### config.mk
export PLATFORM = sky130hd
export DESIGN_NAME = qrm_fifo
export DESIGN_NICKNAME = d
export VERILOG_FILES = /design/src/qrm_pkg.sv /design/src/qrm_fifo.sv
export SDC_FILE = /design/constraint.sdc
export NUM_CORES = 1
export LEC_CHECK = 0
export BUFFER_PORTS_ARGS = -buffer_cell sky130_fd_sc_hd__buf_4
export CORE_ASPECT_RATIO = 0.9
export CORE_UTILIZATION = 64
export CTS_BUF_LIST = sky130_fd_sc_hd__clkbuf_2 sky130_fd_sc_hd__clkbuf_4 sky130_fd_sc_hd__clkbuf_8
export DETAILED_ROUTE_END_ITERATION = 8
export MAX_ROUTING_LAYER = met4
export PLACE_DENSITY_LB_ADDON = 0.12
export SLEW_MARGIN = 10
export SYNTH_ARGS = -nofsm -noshare
export SYNTH_HDL_FRONTEND = slang
export SYNTH_SLANG_ARGS = --single-unit
### constraint.sdc
create_clock -name clk -period 17.1 [get_ports clk]
set_input_delay 0.855 -clock clk [delete_from_list [all_inputs] [get_ports clk]]
set_output_delay 0.855 -clock clk [all_outputs]
set_load 0.05 [all_outputs]
### src/qrm_pkg.sv
// shared constants and the beat type passed from the front end to the back end
`default_nettype none
package qrm_pkg;

  localparam int COMP_W  = 16;                // component and entry width
  localparam int FRAC_W  = 14;                // fraction bits, also divide steps
  localparam int THR_W   = 14;                // clean threshold width
  localparam int LANES   = 9;                 // matrix entries per beat
  localparam int PROD_W  = 2 * COMP_W;        // signed product width
  localparam int SUM_W   = PROD_W + 2;        // signed numerator before magnitude
  localparam int MAG_W   = PROD_W + 1;        // numerator magnitude width
  localparam int DEN_W   = PROD_W + 1;        // quadrance width
  localparam int QUO_W   = FRAC_W + 2;        // quotient width, holds one plus round
  localparam int FIFO_DEPTH = 4;
  localparam int FIFO_AW    = $clog2(FIFO_DEPTH);

  // one classified quaternion waiting for division
  typedef struct packed {
    logic                         zero;
    logic [LANES-1:0]             neg;
    logic [LANES-1:0][MAG_W-1:0]  mag;
    logic [DEN_W-1:0]             den;
  } work_t;

endpackage
`default_nettype wire

### src/qrm_fifo.sv
// short queue between front and back end
`default_nettype none
module qrm_fifo (
  input  wire logic           clk,
  input  wire logic           rst,
  input  wire logic           push,
  input  wire qrm_pkg::work_t push_data,
  output logic                full,
  input  wire logic           pop,
  output qrm_pkg::work_t      pop_data,
  output logic                empty
);

  qrm_pkg::work_t               mem [qrm_pkg::FIFO_DEPTH];
  logic [qrm_pkg::FIFO_AW-1:0]  wr_ptr;
  logic [qrm_pkg::FIFO_AW-1:0]  rd_ptr;
  logic [qrm_pkg::FIFO_AW:0]    count;

  assign full     = (count == (qrm_pkg::FIFO_AW+1)'(qrm_pkg::FIFO_DEPTH));
  assign empty    = (count == '0);
  assign pop_data = mem[rd_ptr];

  // storage
  always_ff @(posedge clk) begin
    if (push && !full) begin
      mem[wr_ptr] <= push_data;
    end
  end

  // pointers and fill count
  always_ff @(posedge clk) begin
    if (rst) begin
      wr_ptr <= '0;
      rd_ptr <= '0;
      count  <= '0;
    end else begin
      if (push && !full) begin
        wr_ptr <= wr_ptr + 1'b1;
      end
      if (pop && !empty) begin
        rd_ptr <= rd_ptr + 1'b1;
      end
      count <= count + (qrm_pkg::FIFO_AW+1)'(push && !full) -
               (qrm_pkg::FIFO_AW+1)'(pop && !empty);
    end
  end

endmodule
`default_nettype wire

### Word-level counts from Yosys, hierarchy flattened

Memory sizes are Yosys's and may differ from the RTL's. A register that Yosys moved wholly into a read port is not among the register bits.
Index checks and enable logic that the tools add are counted.

| storage, ports and cells | value |
|---|---|
| register bits | 7 |
| RAM bits | 1360 |
| bits of input ports | 344 |
| output and inout bits | 342 |
| word-level logic and storage cells | 18 |
| memories | 1 |

Memories:

| name | depth | bits a word | read ports | clocked after Yosys merged registers in | wr ports | RTL line | text |
|---|---|---|---|---|---|---|---|
| mem | 4 | 340 | 1 | 1 | 1 | qrm_fifo.sv:14 | `qrm_pkg::work_t mem [qrm_pkg::FIFO_DEPTH];` |

| cells by class | value |
|---|---|
| add/subtract/negate cells | 4 |
| equality and inequality tests | 1 |
| multiplexer cells | 4 |
| reduce and logical (&&, ||, !) cells | 5 |

Operator list:

| kind | number |
|---|---|
| $add A2 B1 Y2 const B | 2 |
| $mux W2 | 2 |
| $add A3 B1 Y3 | 1 |
| $eq A3 B3 Y1 const B | 1 |
| $logic_not A3 Y1 | 1 |
| $sub A3 B1 Y3 | 1 |
| $logic_and A1 B1 Y1 | 2 |
| $logic_not A1 Y1 | 2 |
| $mux W1 | 2 |

### Depth between registers and ports, before layout

Gate-level depths: netlist (run 1).

| logic depth | value |
|---|---|
| word-level depth | 5 |
| mapped depth | 10 |

### Least setup slack after synthesis (run 1)

Ideal clock, no wire load.

| timing path | value |
|---|---|
| path kind | input to register |
| from | input port push |
| to | memory mem[0][0] in the netlist's numbering (enable) |
| library setup time | 0.746 ns |
| data arrival time | 8.875 ns |
| setup slack | 7.479 ns |
| cell stages on the path | 3 |
| path buffers | 0 |
| cell sequence | inv_1 > nor2_1 > and2_1 |

| between the ends | value |
|---|---|
| longest elaborated chain between the ends | 3 |

Ends and longest elaborated chain:

| element | RTL line | text |
|---|---|---|
| start: declaration | qrm_fifo.sv:6 | `input wire logic push,` |
| $logic_and A1 B1 Y1 | qrm_fifo.sv:25 | `if (push && !full) begin` |
| $mux W1 | qrm_fifo.sv:25 |  |
| $mux W1 (implied by the code) | qrm_fifo.sv:26 | `mem[wr_ptr] <= push_data;` |
| end: declaration | qrm_fifo.sv:14 |  |

Every way passes these cells.

==> out/qor.yml, run 1 <==
status: "finished clean"
post_cts_buffers: 0
synth_ff_type: "edfxtp_1"
fin_skew_ps: 41.29
power.density_nw_per_um2: 165.0
grt_pass1_wl_um: 149200
yosys.area_share.xor_xnor_pct: 0.05303
grtUsageTotal_pct: 27.44
fp-row-count: 96
avgRoutedWirePerCell_um: 26.62
clock_latency_ps: 850
layout-drive-gt1-share_pct: 48.22
hp-class: "in2reg"
p_leak_nw: 19.90
synthSimpleGateAreaFrac_pct: 0.1894
drtPass1Iterations: 5
cp.arrival_ps: 4350
final_common_cell: "edfxtp_1"
postSynth.asyncResetShare_pct: 0
stdcell_count: 3866
syn_nets: 2178
setup_violations: 0
setup_tns_ps: 0
area_growth_pct: 20.08
antenna_found_initial: 25
drcViolationCount: 0
fmax_ghz: 0.1921
cp-end-kind: "output port"
syn_area_um2: 49550
die_h_um: 266.0
period_minus_slack_ps: 5206
coreArea_um2: 76390
cts.sinks: 1369
fin_nets: 3004
postSynthAreaPerCell_um2: 27.12
dp_hpwl_um: 64050
synth_top_family_by_area: "multiplexers"
synthMuxAreaShare_pct: 15.47
synthDistinctLibCells: 24
critPathRequiredTime_ps: 16250
numPortBuffers: 685
ir_worst_vdd_mv: 0.1406
cts.path.max_buffers: 3
synth_compound_area_share_pct: 0.05555
synth_edf_count: 1360
drv_slew: 0
cts_tree: "done"
drtIter0Drc: 1642
drt_wl_total_um: 102900
ys_warn_count: 0
dieWidth_um: 295.3
netlist_instances: 1827
slew_headroom_pct: 21.58
maxCapViolCount: 0
dieArea_um2: 78540
worstSetupStartpointType: "flop"
start_util_pct: 64.86
hold_viol_final: 0
place_inst: 3483
fill_cells: 3831
pin_count: 686
ant_nets: 0
synth_adder_area_share_pct: 0.1919
crit_type: "reg2out"
cts_resized: 0
grt_pass1_vias: 23840
cts_made_buffers: 197
via_per_inst: 5.843
cts.clk_slew.worst_paths_ps: 70
finalCritPeriodShare_pct: 30.45
synth-seq-cells: 1369
vias: 22590
hold_buffers: 0
rsz0062_at_grt: "false"
grt_max_degree: 156
tightest_slew_ps: 1176
yosysSeqAreaShare_pct: 82.78
cp_max_fo: 68
overflow: 0
cts-root-buf: "clkbuf_8"
gp_congestion: 0.7885
final_cell_mix: "1360 x edfxtp_1, 697 x buf_4, 340 x mux4_2"
htree_num_levels: 4
## worst max-delay path: stages, from the launching register on
cell and delay [ps]:
dfxtp_4 920, buf_4 840, buf_4 880, mux4_2 480, buf_4 220
## metrics by stage
stage	area [µm²]	hold WS, ps	setup WS [ps]	total power, mW	util, %
CTS	59430	128.0	11830	9.904	77.79
detailed placement	55640	524.1	12540	7.456	72.83
finish	59500	201.3	11890	9.818	77.89
global route	59490	141.7	11730	10.14	77.88
floorplan	49550	459.1	7479	6.614	-
global placement	55640	458.2	12560	7.415	72.83
## per-layer routing
metal	vias to the layer above	track usage (%)	wire, µm
met5	-	-	0
met4	0	9.915	2962
met3	190	9.785	10340
met2	935	44.33	54020
met1	11790	31.95	35600
li1	9673	-	-
## sequential cells by signal, indices dropped and copies added, names as in the netlist, named ones only
register,cells
wr_ptr,2
rd_ptr,2
count,3
mem,1360
## cells in the mapped netlist, types with 2 or more instances
cell      count  area [µm²]
buf_2        35       175.2
mux4_2      340        7657
and2_1        4       25.02
nor2b_1       2       12.51
a21oi_1       2       10.01
or3_1         2       12.51
xnor2_1       2       17.52
nor2_1        4       15.01
nand2b_1      2       12.51
inv_1         8       30.03
clkbuf_1      8       30.03
buf_6        33       371.6
ha_1          6       75.07
edfxtp_1   1360       40840
o21ai_0       2       10.01
dfxtp_1       9       180.2
## cells by family after synthesis
logic type	count (synthesis)
buf+inv	85
xor+xnor	3
flops	1369
simple gates	17
fa+ha+maj	7
mux	341
compound gates	5
## path summary, 6_finish.rpt
kind	startpoint	endpoint	slack (ps)	cells after the start
setup / recovery	flop	pop_data[244]	11890	4
hold / removal	push_data[206]	mem[2][206]	200	1
setup reg to reg	count[1]	mem[1][109]	13010	5
hold reg to reg	wr_ptr[0]	wr_ptr[0]	540	2
## area by class of cell
class	count	area [µm²]	share of cell area, %
diodes	29	72.57	0.1220
repair buffers	704	5373	9.030
clock buffers	282	3400	5.713
clock inverters	72	391.6	0.6582
flip-flops and latches	1369	41030	68.95
inverters	8	30.03	0.05047
well taps	1029	1287	2.164
multi-input cells	373	7920	13.31
## where the power goes
part	total, mW	leakage [nW]	switching (mW)	internal [mW]
logic	3.23	5.35	2.14	1.08
registers	4.13	12.5	0.0905	4.04
clock network	2.47	2.02	1.17	1.29
No activity file was read; power rests on OpenSTA's default activity.
==> run 2: changes to the inputs <==
ABC_AREA = 1   (was default)
CORE_UTILIZATION = 54   (was 64)
clock period = 4.39 ns   (was 17.1 ns; I/O delays follow)
==> run 2 against run 1 <==
Cell area increased by 8.2%. Power rose to 4.0 times the previous value. Synthesized cell count rose by 84%. Clock skew shrank 3.5 ps. First-iteration DRC count increased by 53%. Combinational power increased to 4.1 times the previous value. Critical endpoint is now pop_data[219].
==> out/qor.yml, run 2 <==
postSynthAreaPerCell_um2: 15.02  # -45%
post-synth-top-count-cell: "edfxtp_1"
fill_cells: 6139  # +60%
crit_type: "reg2out"
ant_nets: 0  # unchanged
cts_resized: 0  # unchanged
synth_edf_count: 1360  # unchanged
slew_headroom_pct: 21.90  # +0.32 points
drv_slew: 0  # unchanged
cp_max_fo: 267  # +290%
overflow: 0  # unchanged
hold_path.startpoint: "rst"
post_cts_buffers: 0  # unchanged
multi_input_area_um2: 8363  # +5.6%
min_to: "count[0]"
postSynth.asyncResetShare_pct: 0  # unchanged
fp-row-count: 105  # +9.4%
place_inst: 5106  # +47%
ff2ff_path_depth: 5  # unchanged
power.density_nw_per_um2: 613.9  # +270%
ir_worst_vdd_mv: 0.6254  # +340%
placement.cell_area_um2: 56940  # +2.3%
synthTopCellsByCount: "1360 x edfxtp_1, 694 x nor2_1, 680 x o21ai_0, 340 x o22ai_1, 161 x clkbuf_1"
dp_slack_ps: 1765  # -10780 ps
synth_ff_type: "edfxtp_1"
ff2ff_setup_slack_ps: 2050  # -10960 ps
grt_pass1_wl_um: 183000  # +23%
synth_compound_area_share_pct: 11.02  # +11 points
grtUsageTotal_pct: 26.38  # -1.1 points
gp_congestion: 0.8121  # +3.0%
final_common_cell: "edfxtp_1"
largest_register_ffs: 1360  # unchanged
fmax_ghz: 0.2800
avgRoutedWirePerCell_um: 21.12  # -21%
antenna_found_initial: 27  # +8.0%
drtPass1Iterations: 5  # unchanged
die_h_um: 291.9  # +9.8%
worstSetupStartpointType: "flop"
maxCapViolCount: 0  # unchanged
yosysTopAreaCellShare_pct: 80.98  # -1.4 points
setup_violations: 0  # unchanged
dp_hpwl_um: 70590  # +10%
regArea_um2: 41030  # about the same
cts-root-buf: "clkbuf_8"
rr_startpoint: "count[1]"
drcViolationCount: 0  # unchanged
synth_top_cell_by_area: "edfxtp_1"
cts_made_buffers: 204  # +3.6%
layout-drive-gt1-share_pct: 23.50  # -25 points
drtIter0Drc: 2512  # +53%
cts.clk_slew.worst_paths_ps: 60  # about the same
reg.largest.list: "mem x1360, count x3"
fin_util_pct: 70.09  # -7.8 points
ys_warn_count: 0  # unchanged
htree_num_levels: 4  # unchanged
period_minus_slack_ps: 3571
clock_latency_ps: 830  # -20 ps
netlist_instances: 3357  # +84%
syn_nets: 3708  # +70%
holdWs_ps: 96.53  # -104.7 ps
hold_viol_final: 0  # unchanged
pin_count: 686  # unchanged
synth-seq-cells: 1369  # unchanged
synth_area_leaders: "edfxtp_1 81%, o21ai_0 6.7%, nor2_1 5.2%"
via_per_inst: 5.490  # -6.0%
max_flop_register: "mem"
setup_slack_ps: 818.8  # -11080 ps
p_leak_nw: 22.68  # +14%
stdcell_count: 5849  # +51%
coreArea_um2: 91830  # +20%
hp-class: "in2reg"
synthDistinctLibCells: 17  # -29%
syn_area_um2: 50430  # +1.8%
cts.sinks: 1369  # unchanged
hold_depth: 3  # +2
synthMuxAreaShare_pct: 0  # -15 points
critPathRequiredTime_ps: 4170  # -12080 ps
fin_nets: 4776  # +59%
r2r_end: "mem[2][133]"
synthSimpleGateAreaFrac_pct: 5.294  # +5.1 points
cts_tree: "done"
cts.path.max_buffers: 3  # unchanged
synth_adder_area_share_pct: 0.1886  # -0.0034 points
fin_skew_ps: 37.75  # -3.542 ps
vias: 32110  # +42%
numPortBuffers: 685  # unchanged
area_growth_pct: 27.63
dieWidth_um: 324.1  # +9.8%
setup_tns_ps: 0  # unchanged
tightest_slew_ps: 1171  # -4.841 ps
grt_pass1_vias: 31300  # +31%
dieArea_um2: 94620  # +20%
hold_buffers: 343  # +343
cp-end-kind: "output port"
status: "finished clean"
yosys.area_share.xor_xnor_pct: 0  # -0.053 points
finalCritPeriodShare_pct: 81.35
design_area_um2: 64360  # +8.2%
rsz0062_at_grt: "false"
start_util_pct: 54.92  # -9.9 points
total_power_mw: 39.51  # +300%
cp.arrival_ps: 3350  # -1000 ps
drt_wl_total_um: 123500  # +20%
synth_top_family_by_area: "compound AO/OA/AOI/OAI gates"
grt_max_degree: 268  # +72%
final_cell_mix: "1360 x edfxtp_1, 720 x buf_4, 689 x nor2_1"
yosysSeqAreaShare_pct: 81.34  # -1.4 points
-- run 2: worst max-delay path by stage --
stage	start	end	slack (ps)	depth (start not counted)
6_report	flop	pop_data[219]	820	5
5_1_grt	flop	pop_data[192]	650	5
4_1_cts	flop	pop_data[154]	830	5
3_5_place_dp	flop	pop_data[154]	1760	5
3_3_place_gp	flop	pop_data[219]	1740	5
2_1_floorplan	count[1]	mem[0][0]	-1680	4
-- run 2: area by class of cell --
cell class / count / share of cell area (%)
Timing Repair Buffer: 1088 / 14.51
Clock buffer: 284 / 5.305
Clock inverter: 84 / 0.7776
Sequential cell: 1369 / 63.75
Tap cell: 1230 / 2.391
Multi-Input combinational cell: 1742 / 12.99
Inverter: 20 / 0.1536
Antenna cell: 32 / 0.1244
-- run 2: layer usage --
| metal | wire (µm) | share of wire (%) | GRT usage (%) | vias up |
|---|---|---|---|---|
| li1 | - | - | - | 14960 |
| met1 | 47660 | 39 | 31.85 | 15750 |
| met2 | 61990 | 50 | 42.43 | 1154 |
| met3 | 9466 | 7.7 | 6.915 | 249 |
| met4 | 4411 | 3.6 | 10.46 | 0 |
| met5 | 0 | 0 | - | - |
-- run 2: critical path: stages (launching register included) --
cell and delay, ps:
dfxtp_4 520, inv_16 630, buf_4 450, o21ai_0 120, o22ai_1 260, buf_4 260
-- run 2: kinds of logic (layout without fill, tap and decap cells) --
kind of cell / count (synthesis) / in the layout
AO/OA/AOI/OAI: 1025 / 1025
AND/OR/NAND/NOR: 710 / 710
other: 0 / 32
flip-flops: 1369 / 1369
buffers and inverters: 246 / 1476
adder cells (fa/ha/maj): 7 / 7
-- run 2: power breakdown --
| group | switching [mW] | internal, mW | leakage (nW) |
|---|---|---|---|
| Combinational | 9.96 | 3.45 | 8.07 |
| Clock | 4.73 | 5.16 | 2.08 |
| Sequential | 0.299 | 15.9 | 12.5 |
| Total | 15.0 | 24.5 | 22.7 |
